--- src/hdl/alsr_pkg.sv ---
package alsr_pkg;

  // register indexes on the configuration port
  localparam logic [2:0] REG_COLOR_WORD = 3'd0;
  localparam logic [2:0] REG_ONE_HIGH   = 3'd1;
  localparam logic [2:0] REG_ZERO_HIGH  = 3'd2;
  localparam logic [2:0] REG_ONE_LOW    = 3'd3;
  localparam logic [2:0] REG_ZERO_LOW   = 3'd4;

  // input commands
  localparam logic CMD_TICK  = 1'b0;
  localparam logic CMD_START = 1'b1;

  localparam int unsigned WordBits = 24;
  localparam int unsigned TimeBits = 10;
  localparam int unsigned PosBits  = 5;
  localparam logic [PosBits-1:0] LastBitPos = PosBits'(WordBits - 1);

  // one result beat
  typedef struct packed {
    logic line_zero;
    logic line_one;
    logic busy_res;
    logic done_res;
    logic start_refused;
  } result_t;

  // a phase length of zero is treated as a length of one
  function automatic logic [TimeBits-1:0] phase_len(input logic [TimeBits-1:0] v);
    phase_len = (v == '0) ? TimeBits'(1) : v;
  endfunction

endpackage

--- src/hdl/addressable_led_serializer.sv ---
// channel  | signals                                  | direction
// config   | psel/penable/pwrite/paddr/pwdata/prdata  | apb slave, pready tied high
// input    | in_valid_i/in_ready_o + 3 fields         | command beat in
// output   | out_valid_o/out_ready_i + 5 fields       | one result beat per input beat
//
// every input beat is worked combinationally and its result is registered; one
// beat a cycle is sustained, limited only by the output register pair.
// a two-entry output stage (main + skid) keeps in_ready_o from a register, so a
// new beat is taken while one finished result still waits.
// reset clears the transfer state and the output stage; registers take their
// documented defaults.
module addressable_led_serializer
  import alsr_pkg::*;
(
  input  logic        clk_i,
  input  logic        rst_ni,
  // configuration
  input  logic        psel,
  input  logic        penable,
  input  logic        pwrite,
  input  logic [4:0]  paddr,
  input  logic [31:0] pwdata,
  output logic [31:0] prdata,
  output logic        pready,
  // input beats
  input  logic        in_valid_i,
  output logic        in_ready_o,
  input  logic        command_i,
  input  logic        channel_i,
  input  logic [7:0]  led_count_i,
  // result beats
  output logic        out_valid_o,
  input  logic        out_ready_i,
  output logic        line_zero_o,
  output logic        line_one_o,
  output logic        busy_res_o,
  output logic        done_res_o,
  output logic        start_refused_o
);

  // configuration registers
  logic [WordBits-1:0] color_q;
  logic [TimeBits-1:0] one_high_q, zero_high_q, one_low_q, zero_low_q;
  logic [2:0]          reg_idx;
  logic                cfg_wr;

  assign pready  = 1'b1;
  assign reg_idx = paddr[4:2];
  assign cfg_wr  = psel && penable && pwrite;

  always_ff @(posedge clk_i or negedge rst_ni) begin
    if (!rst_ni) begin
      color_q     <= 24'h00FF00;
      one_high_q  <= 10'd80;
      zero_high_q <= 10'd40;
      one_low_q   <= 10'd45;
      zero_low_q  <= 10'd85;
    end else if (cfg_wr) begin
      case (reg_idx)
        REG_COLOR_WORD: color_q     <= pwdata[WordBits-1:0];
        REG_ONE_HIGH:   one_high_q  <= pwdata[TimeBits-1:0];
        REG_ZERO_HIGH:  zero_high_q <= pwdata[TimeBits-1:0];
        REG_ONE_LOW:    one_low_q   <= pwdata[TimeBits-1:0];
        REG_ZERO_LOW:   zero_low_q  <= pwdata[TimeBits-1:0];
        default: ;
      endcase
    end
  end

  // register readback
  always_comb begin
    case (reg_idx)
      REG_COLOR_WORD: prdata = {8'd0, color_q};
      REG_ONE_HIGH:   prdata = {22'd0, one_high_q};
      REG_ZERO_HIGH:  prdata = {22'd0, zero_high_q};
      REG_ONE_LOW:    prdata = {22'd0, one_low_q};
      REG_ZERO_LOW:   prdata = {22'd0, zero_low_q};
      default:        prdata = '0;
    endcase
  end

  // transfer state
  logic                active_q, active_d;
  logic                target_q, target_d;
  logic [7:0]          leds_left_q, leds_left_d;
  logic [PosBits-1:0]  bit_pos_q, bit_pos_d;
  logic                high_q, high_d;
  logic [TimeBits-1:0] timer_q, timer_d;
  logic [WordBits-1:0] shift_q, shift_d;

  logic    in_acc;
  result_t res;
  logic    level;
  logic    line_sel;
  logic    cur_bit;

  assign in_acc  = in_valid_i && in_ready_o;
  assign cur_bit = shift_q[WordBits-1];

  // one beat of work: start, refusal or one waveform cycle
  always_comb begin
    active_d    = active_q;
    target_d    = target_q;
    leds_left_d = leds_left_q;
    bit_pos_d   = bit_pos_q;
    high_d      = high_q;
    timer_d     = timer_q;
    shift_d     = shift_q;
    res         = '0;
    level       = active_q && high_q;
    line_sel    = target_q;
    res.busy_res = active_q;

    if (command_i == CMD_START) begin
      if (active_q) begin
        res.start_refused = 1'b1;
      end else begin
        // load a new transfer; the first high phase shows at once
        active_d    = 1'b1;
        target_d    = channel_i;
        leds_left_d = led_count_i;
        shift_d     = color_q;
        bit_pos_d   = '0;
        high_d      = 1'b1;
        timer_d     = phase_len(color_q[WordBits-1] ? one_high_q : zero_high_q);
        level       = 1'b1;
        line_sel    = channel_i;
        res.busy_res = 1'b1;
      end
    end else if (active_q) begin
      if (timer_q > TimeBits'(1)) begin
        timer_d = timer_q - TimeBits'(1);
      end else if (high_q) begin
        // high phase over, start low phase of the same bit
        high_d  = 1'b0;
        timer_d = phase_len(cur_bit ? one_low_q : zero_low_q);
      end else if (bit_pos_q < LastBitPos) begin
        // next bit of the same word
        bit_pos_d = bit_pos_q + PosBits'(1);
        shift_d   = {shift_q[WordBits-2:0], 1'b0};
        high_d    = 1'b1;
        timer_d   = phase_len(shift_q[WordBits-2] ? one_high_q : zero_high_q);
      end else if (leds_left_q != '0) begin
        // next word
        leds_left_d = leds_left_q - 8'd1;
        shift_d     = color_q;
        bit_pos_d   = '0;
        high_d      = 1'b1;
        timer_d     = phase_len(color_q[WordBits-1] ? one_high_q : zero_high_q);
      end else begin
        // last low phase ends the transfer
        active_d     = 1'b0;
        high_d       = 1'b0;
        timer_d      = '0;
        bit_pos_d    = '0;
        res.done_res = 1'b1;
      end
    end

    res.line_zero = !line_sel && level;
    res.line_one  = line_sel && level;
  end

  always_ff @(posedge clk_i or negedge rst_ni) begin
    if (!rst_ni) begin
      active_q    <= 1'b0;
      target_q    <= 1'b0;
      leds_left_q <= '0;
      bit_pos_q   <= '0;
      high_q      <= 1'b0;
      timer_q     <= '0;
      shift_q     <= '0;
    end else if (in_acc) begin
      active_q    <= active_d;
      target_q    <= target_d;
      leds_left_q <= leds_left_d;
      bit_pos_q   <= bit_pos_d;
      high_q      <= high_d;
      timer_q     <= timer_d;
      shift_q     <= shift_d;
    end
  end

  // output stage: main register plus skid register
  logic    out_valid_q, out_valid_d;
  logic    skid_valid_q, skid_valid_d;
  result_t out_q, out_d;
  result_t skid_q, skid_d;

  assign in_ready_o = !skid_valid_q;

  always_comb begin
    out_valid_d  = out_valid_q;
    skid_valid_d = skid_valid_q;
    out_d        = out_q;
    skid_d       = skid_q;
    if (!out_valid_q || out_ready_i) begin
      if (skid_valid_q) begin
        out_valid_d  = 1'b1;
        out_d        = skid_q;
        skid_valid_d = 1'b0;
      end else begin
        out_valid_d = in_acc;
        out_d       = res;
      end
    end else if (in_acc) begin
      skid_valid_d = 1'b1;
      skid_d       = res;
    end
  end

  always_ff @(posedge clk_i or negedge rst_ni) begin
    if (!rst_ni) begin
      out_valid_q  <= 1'b0;
      skid_valid_q <= 1'b0;
    end else begin
      out_valid_q  <= out_valid_d;
      skid_valid_q <= skid_valid_d;
    end
  end

  always_ff @(posedge clk_i) begin
    out_q  <= out_d;
    skid_q <= skid_d;
  end

  assign out_valid_o     = out_valid_q;
  assign line_zero_o     = out_q.line_zero;
  assign line_one_o      = out_q.line_one;
  assign busy_res_o      = out_q.busy_res;
  assign done_res_o      = out_q.done_res;
  assign start_refused_o = out_q.start_refused;

  // checks
  a_skid_behind_main: assert property (@(posedge clk_i) disable iff (!rst_ni)
    skid_valid_q |-> out_valid_q)
    else $error("skid holds a beat while main register is empty");

  a_done_is_busy: assert property (@(posedge clk_i) disable iff (!rst_ni)
    out_valid_o && done_res_o |-> busy_res_o)
    else $error("done reported without busy");

  a_one_line: assert property (@(posedge clk_i) disable iff (!rst_ni)
    out_valid_o |-> !(line_zero_o && line_one_o))
    else $error("both lines driven high");

  a_done_goes_idle: assert property (@(posedge clk_i) disable iff (!rst_ni)
    in_acc && res.done_res |=> !active_q)
    else $error("transfer still active after done");

endmodule
--- config.mk ---
export PLATFORM = sky130hd
export DESIGN_NAME = addressable_led_serializer
export DESIGN_NICKNAME = d
export VERILOG_FILES = /design/src/hdl/alsr_pkg.sv /design/src/hdl/addressable_led_serializer.sv
export SDC_FILE = /design/constraint.sdc
export NUM_CORES = 1
export LEC_CHECK = 0
export BUFFER_PORTS_ARGS = -buffer_cell sky130_fd_sc_hd__buf_2
export CORE_ASPECT_RATIO = 0.6
export CORE_MARGIN = 2
export CORE_UTILIZATION = 55
export CTS_CLUSTER_DIAMETER = 200
export CTS_CLUSTER_SIZE = 8
export DETAILED_ROUTE_END_ITERATION = 12
export PLACE_DENSITY = 0.77
export SYNTH_ARGS = -nofsm -noshare
export SYNTH_HDL_FRONTEND = slang
export SYNTH_SLANG_ARGS = --single-unit
--- constraint.sdc ---
create_clock -name clk_i -period 4 [get_ports clk_i]
set_clock_uncertainty 0.15 [all_clocks]
set_input_delay 1.2 -clock clk_i [delete_from_list [all_inputs] [get_ports clk_i]]
set_output_delay 1.2 -clock clk_i [all_outputs]
set_load 0.03 [all_outputs]
[Word level (Yosys, flattened, before mapping)]
Index checks and enable logic that the tools add are counted.
Storage, ports and cells
  bits in registers: 126
  output and inout port bits: 40
  word-level logic and storage cells: 130
  bits of input ports: 54
Cells by class
  add/sub/neg operators: 3
  mux-type cells: 62
  magnitude comparators: 2
  equal/unequal tests: 8
  bitwise gates (word level): 1
  reduce and logical (&&, ||, !) cells: 30
Operators by type and width (count)
  24-bit two-way mux: 7
  10-bit two-way mux: 13
  24-bit one-hot mux with 5 select lines: 1
  8-bit two-way mux: 7
  5-bit two-way mux: 7
  10-bit logical NOT: 3
  1-bit two-way mux: 27
  2-bit AND reduction: 6
  10-bit by 1-bit > comparator with 1-bit output (second input constant): 1
  10-bit by 1-bit subtractor with 10-bit output (second input constant): 1
  2-bit != test (second input constant): 4
  8-bit nonzero test: 1
  8-bit by 1-bit subtractor with 8-bit output (second input constant): 1
  7-bit AND reduction: 1
  3-bit by 2-bit == test with 1-bit output (second input constant): 2
  1-bit logical AND: 6
  6-bit AND reduction: 1
  2-bit nonzero test: 3
  5-bit by 1-bit adder with 5-bit output (second input constant): 1
  5-bit < comparator (second input constant): 1
  5-bit AND reduction: 1
  4-bit AND reduction: 1
  3-bit by 1-bit == test with 1-bit output (second input constant): 1
  3-bit == test (second input constant): 1
  other kinds (6): 8

[Logic depth before layout (Yosys ltp)]
  depth after elaboration: 9
  gate-level depth with buffers: 8

[Worst setup path after synthesis]
OpenSTA, ideal clock, no wires.
  path kind: in2out
  start: in paddr[2]
  end: out prdata[1]
  cell stages on the path: 5
  path slack: 0.096 ns
  arrival: 2.554 ns
  required time: 2.650 ns
  buffers on the path: 2
  cell sequence: clkbuf_1 > buf_1 > mux2_2 > a22oi_1 > o22ai_1
Between the ends
  word-level cells in the longest chain between the ends: 2
  elaborated cells between the ends (all ways): 6
Ends and longest elaborated chain
  start, declared: RTL line addressable_led_serializer.sv:21  | input logic [4:0] paddr,
  3-bit == test, or another cell as far along: RTL line addressable_led_serializer.sv:72  | case (reg_idx)
  24-bit one-hot mux with 5 select lines *: RTL line addressable_led_serializer.sv:72
  end, declared: RTL line addressable_led_serializer.sv:23  | output logic [31:0] prdata,
Every way passes the cells marked *; elsewhere a longest branch is shown, timed or not.

[Worst setup path after layout]
Ends and elaborated chain as after synthesis.

==> flow_metrics.env <==
export IMPL_finalSetupViolCount=0
export IMPL_initial_core_util_pct=55.7
export IMPL_grt_pass1_wl_um=30200
export IMPL_grt_pass1_vias=5776
export IMPL_vdd_drop_max_mv=0.292
export IMPL_cp_buffers_inverters=3
export IMPL_critPathCaptureType="primary output"
export IMPL_wirelength_um=18300
export IMPL_numCtsBuffers=17
export IMPL_slew_headroom_pct=39.4
export IMPL_clock_fmax_mhz=260
export IMPL_vias=5716
export IMPL_timing_final_hold_violations=0
export IMPL_synth_area_mm2=0.00707
export IMPL_grt_max_degree=64
export IMPL_area_delta_synth_final_pct=15.8
export IMPL_cts_root_buf="clkbuf_16"
export IMPL_dp_cells=858
export IMPL_avgSynthCellArea_um2=11.2
export IMPL_antenna_cells=0
export IMPL_die_width_um=150
export IMPL_r2r_slack_ps=1240
export IMPL_dp_hpwl_um=12600
export IMPL_grt_usage_pct=28.3
export IMPL_worstPathRequired_ps=2650
export IMPL_ys_seq_area_share_pct=45.6
export IMPL_r2r_end="timer_q[2]"
export IMPL_yosys_top_cells_area="dfrtp_1 34%, mux2_2 22%, dfstp_2 7.4%, edfxtp_1 4.2%, a22oi_1 2.2%"
export IMPL_startpoint="paddr[2]"
export IMPL_grt_overflow=0
export IMPL_syn_inst=633
export IMPL_place_ws_ps=144
export IMPL_maxCapViolCount=0
export IMPL_cp_start_kind="input pin"
export IMPL_synth_most_common_cell="mux2_2"
export IMPL_yosys_area_top_type="dfrtp_1"
export IMPL_crit_cells=6
export IMPL_gp_congestion=0.935
export IMPL_drive_gt1_share_pct=40.7
export IMPL_crit_slowest_cell="clkbuf_4"
export IMPL_postCtsSetupBuffers=0
export IMPL_hold_start="shift_q[2]"
export IMPL_postRouteAntennaNets=0
export IMPL_leakagePower_nw=3.55
export IMPL_tightest_slew_ps=909
export IMPL_yosysTopAreaCellShare_pct=34.0
export IMPL_clock_latency_ps=420
export IMPL_clkSlewWorstSetupHoldPaths_ps=60
export IMPL_powerDensity_mw_per_mm2=547
export IMPL_drt_iter0_markers=696
export IMPL_antenna_found_initial=0
export IMPL_cp_arrival_ps=2500
export IMPL_finalCritPeriodShare_pct=96.1
export IMPL_drc=0
export IMPL_io_pins=94
export IMPL_nNetsFinal=768
export IMPL_synth_flop_cell="dfrtp_1"
export IMPL_rsz0062_at_grt="false"
export IMPL_first_pass_iters=5
export IMPL_avgViaCountPerCell=6.42
export IMPL_cts_htree_levels=4
export IMPL_port_buffers=74
export IMPL_synth_seq_cells=126
export IMPL_cpLargestDelayFamily="buffers and inverters"
export IMPL_crit_end="prdata[1]"
export IMPL_n_fill_cell=965
export IMPL_final_min_clock_period_ps=3850
export IMPL_hp_class="flip-flop to flip-flop"
export IMPL_ys_top_cells_by_count="141 x mux2_2, 96 x dfrtp_1, 28 x nor2_1"
export IMPL_setup_ws_ps=155
export IMPL_finalSetupTns_ps=0
export IMPL_timing_rr_start="leds_left_q[0]"
export IMPL_wl_per_cell_um=20.5
export IMPL_cts_tree="yes"
export IMPL_core_mm2=0.0127
export IMPL_cts_path_max_buffers=2
export IMPL_crit_type="input pin to primary output"
export IMPL_fp_dieArea_mm2=0.0138
export IMPL_slew_viol_final=0
export IMPL_worstRegToRegCells=7
export IMPL_cp_slowest_stage_delay_ps=270
export IMPL_postCtsHoldBufs=0
export IMPL_hold_slack_ps=350
export IMPL_cts_repair_resized=0
export IMPL_async_flop_share_pct=92.1
export IMPL_ys_warn_count=0
export IMPL_multi_input_area_mm2=0.00361
export IMPL_regArea_mm2=0.00323
export IMPL_synth_edf_count=10
export IMPL_finalNonFillerCells=890
export IMPL_status="complete, no violations"
export IMPL_die_h_um=91.8
export IMPL_synthDistinctLibCells=64
export IMPL_cts_sinks=126
export IMPL_rows=32
export IMPL_path_cells="clkbuf_4, nor2b_1, buf_4, a22oi_1, o22ai_1, buf_2"
export IMPL_cp_max_fo=18
[sequential cells by signal, summed over array words and instances (netlist names)]
register,flops
color_q,24
shift_q,24
one_high_q,10
one_low_q,10
timer_q,10
zero_high_q,10
zero_low_q,10
leds_left_q,8
bit_pos_q,5
skid_q,5
active_q,1
busy_res_o,1
done_res_o,1
high_q,1
line_one_o,1
line_zero_o,1
out_valid_o,1
skid_valid_q,1
start_refused_o,1
target_q,1
[worst min-delay path by stage]
stage | endpoint | cells past startpoint | slack, ps
2_1_floorplan | shift_q[10] | 1 | 320
3_3_place_gp | shift_q[0] | 1 | 330
3_5_place_dp | shift_q[9] | 1 | 340
4_1_cts | shift_q[20] | 1 | 350
5_1_grt | shift_q[20] | 1 | 370
6_report | shift_q[2] | 1 | 350
[worst reg2reg max path, cell delays in order (launching register included)]
cell      delay (ps)
dfrtp_1          400
inv_1            100
ha_1             160
or4b_4           480
or4_1            590
a41o_1           300
o311ai_1         330
nand3_1          130
[placed cells by master, fill, tap and decap left out, types with 4 or more instances in the layout]
cell type	instances
a211oi_1	4
a21oi_1	20
a22oi_1	21
a31oi_1	10
and2_1	17
and3_1	4
buf_2	72
buf_4	18
clkbuf_16	18
conb_1	9
dfrtp_1	96
dfstp_2	20
edfxtp_1	10
ha_1	7
inv_1	13
inv_6	5
mux2_2	141
mux2i_1	10
nand2_1	25
nand2b_1	5
nand3_1	13
nand4_1	7
nor2_1	27
nor2b_1	6
nor3_1	15
nor3b_1	5
nor4_1	7
o21ai_0	27
o22ai_1	11
o31ai_1	10
or3_1	6
or4_1	5
[metal layers]
layer,wire length [um],GRT usage (%)
met1,7980,40.3
met3,1790,7.16
met2,8280,42.7
met4,239,8.57
met5,0,0
[cells by family (layout without fill, tap and decap cells)]
kind of cell / after synthesis / count (layout) / synth area share [%]
XOR/XNOR: 3 / 3 / 0.372
adder cells (fa/ha/maj): 7 / 7 / 1.24
flip-flops: 126 / 126 / 45.6
AND/OR/NAND/NOR: 151 / 151 / 11.6
AO/OA/AOI/OAI: 136 / 136 / 13.4
buffers and inverters: 57 / 137 / 3.77
other: 2 / 9 / 0.106
multiplexers: 151 / 151 / 23.9
[layout make-up]
type | count | area share [%]
clock inverters | 14 | 1.48
well taps | 170 | 2.60
flip-flops and latches | 126 | 39.4
multi-input cells | 457 | 44.0
inverters | 13 | 0.596
repair buffers | 92 | 6.39
clock buffers | 18 | 5.50
[power breakdown]
part           total [mW]  internal, mW  switching [mW]
Clock                1.49         0.851           0.638
Sequential           1.93          1.60           0.332
Combinational        1.06         0.540           0.516
[through the flow]
step | cell area, um2 | util, % | power, mW
floorplan | 7100 | - | 2.64
global placement | 7620 | 60.0 | 2.89
detailed placement | 7620 | 60.0 | 2.97
CTS | 8190 | 64.5 | 4.47
global route | 8190 | 64.5 | 4.71
finish | 8190 | 64.5 | 4.48
Power figures use the tool's default switching activity.
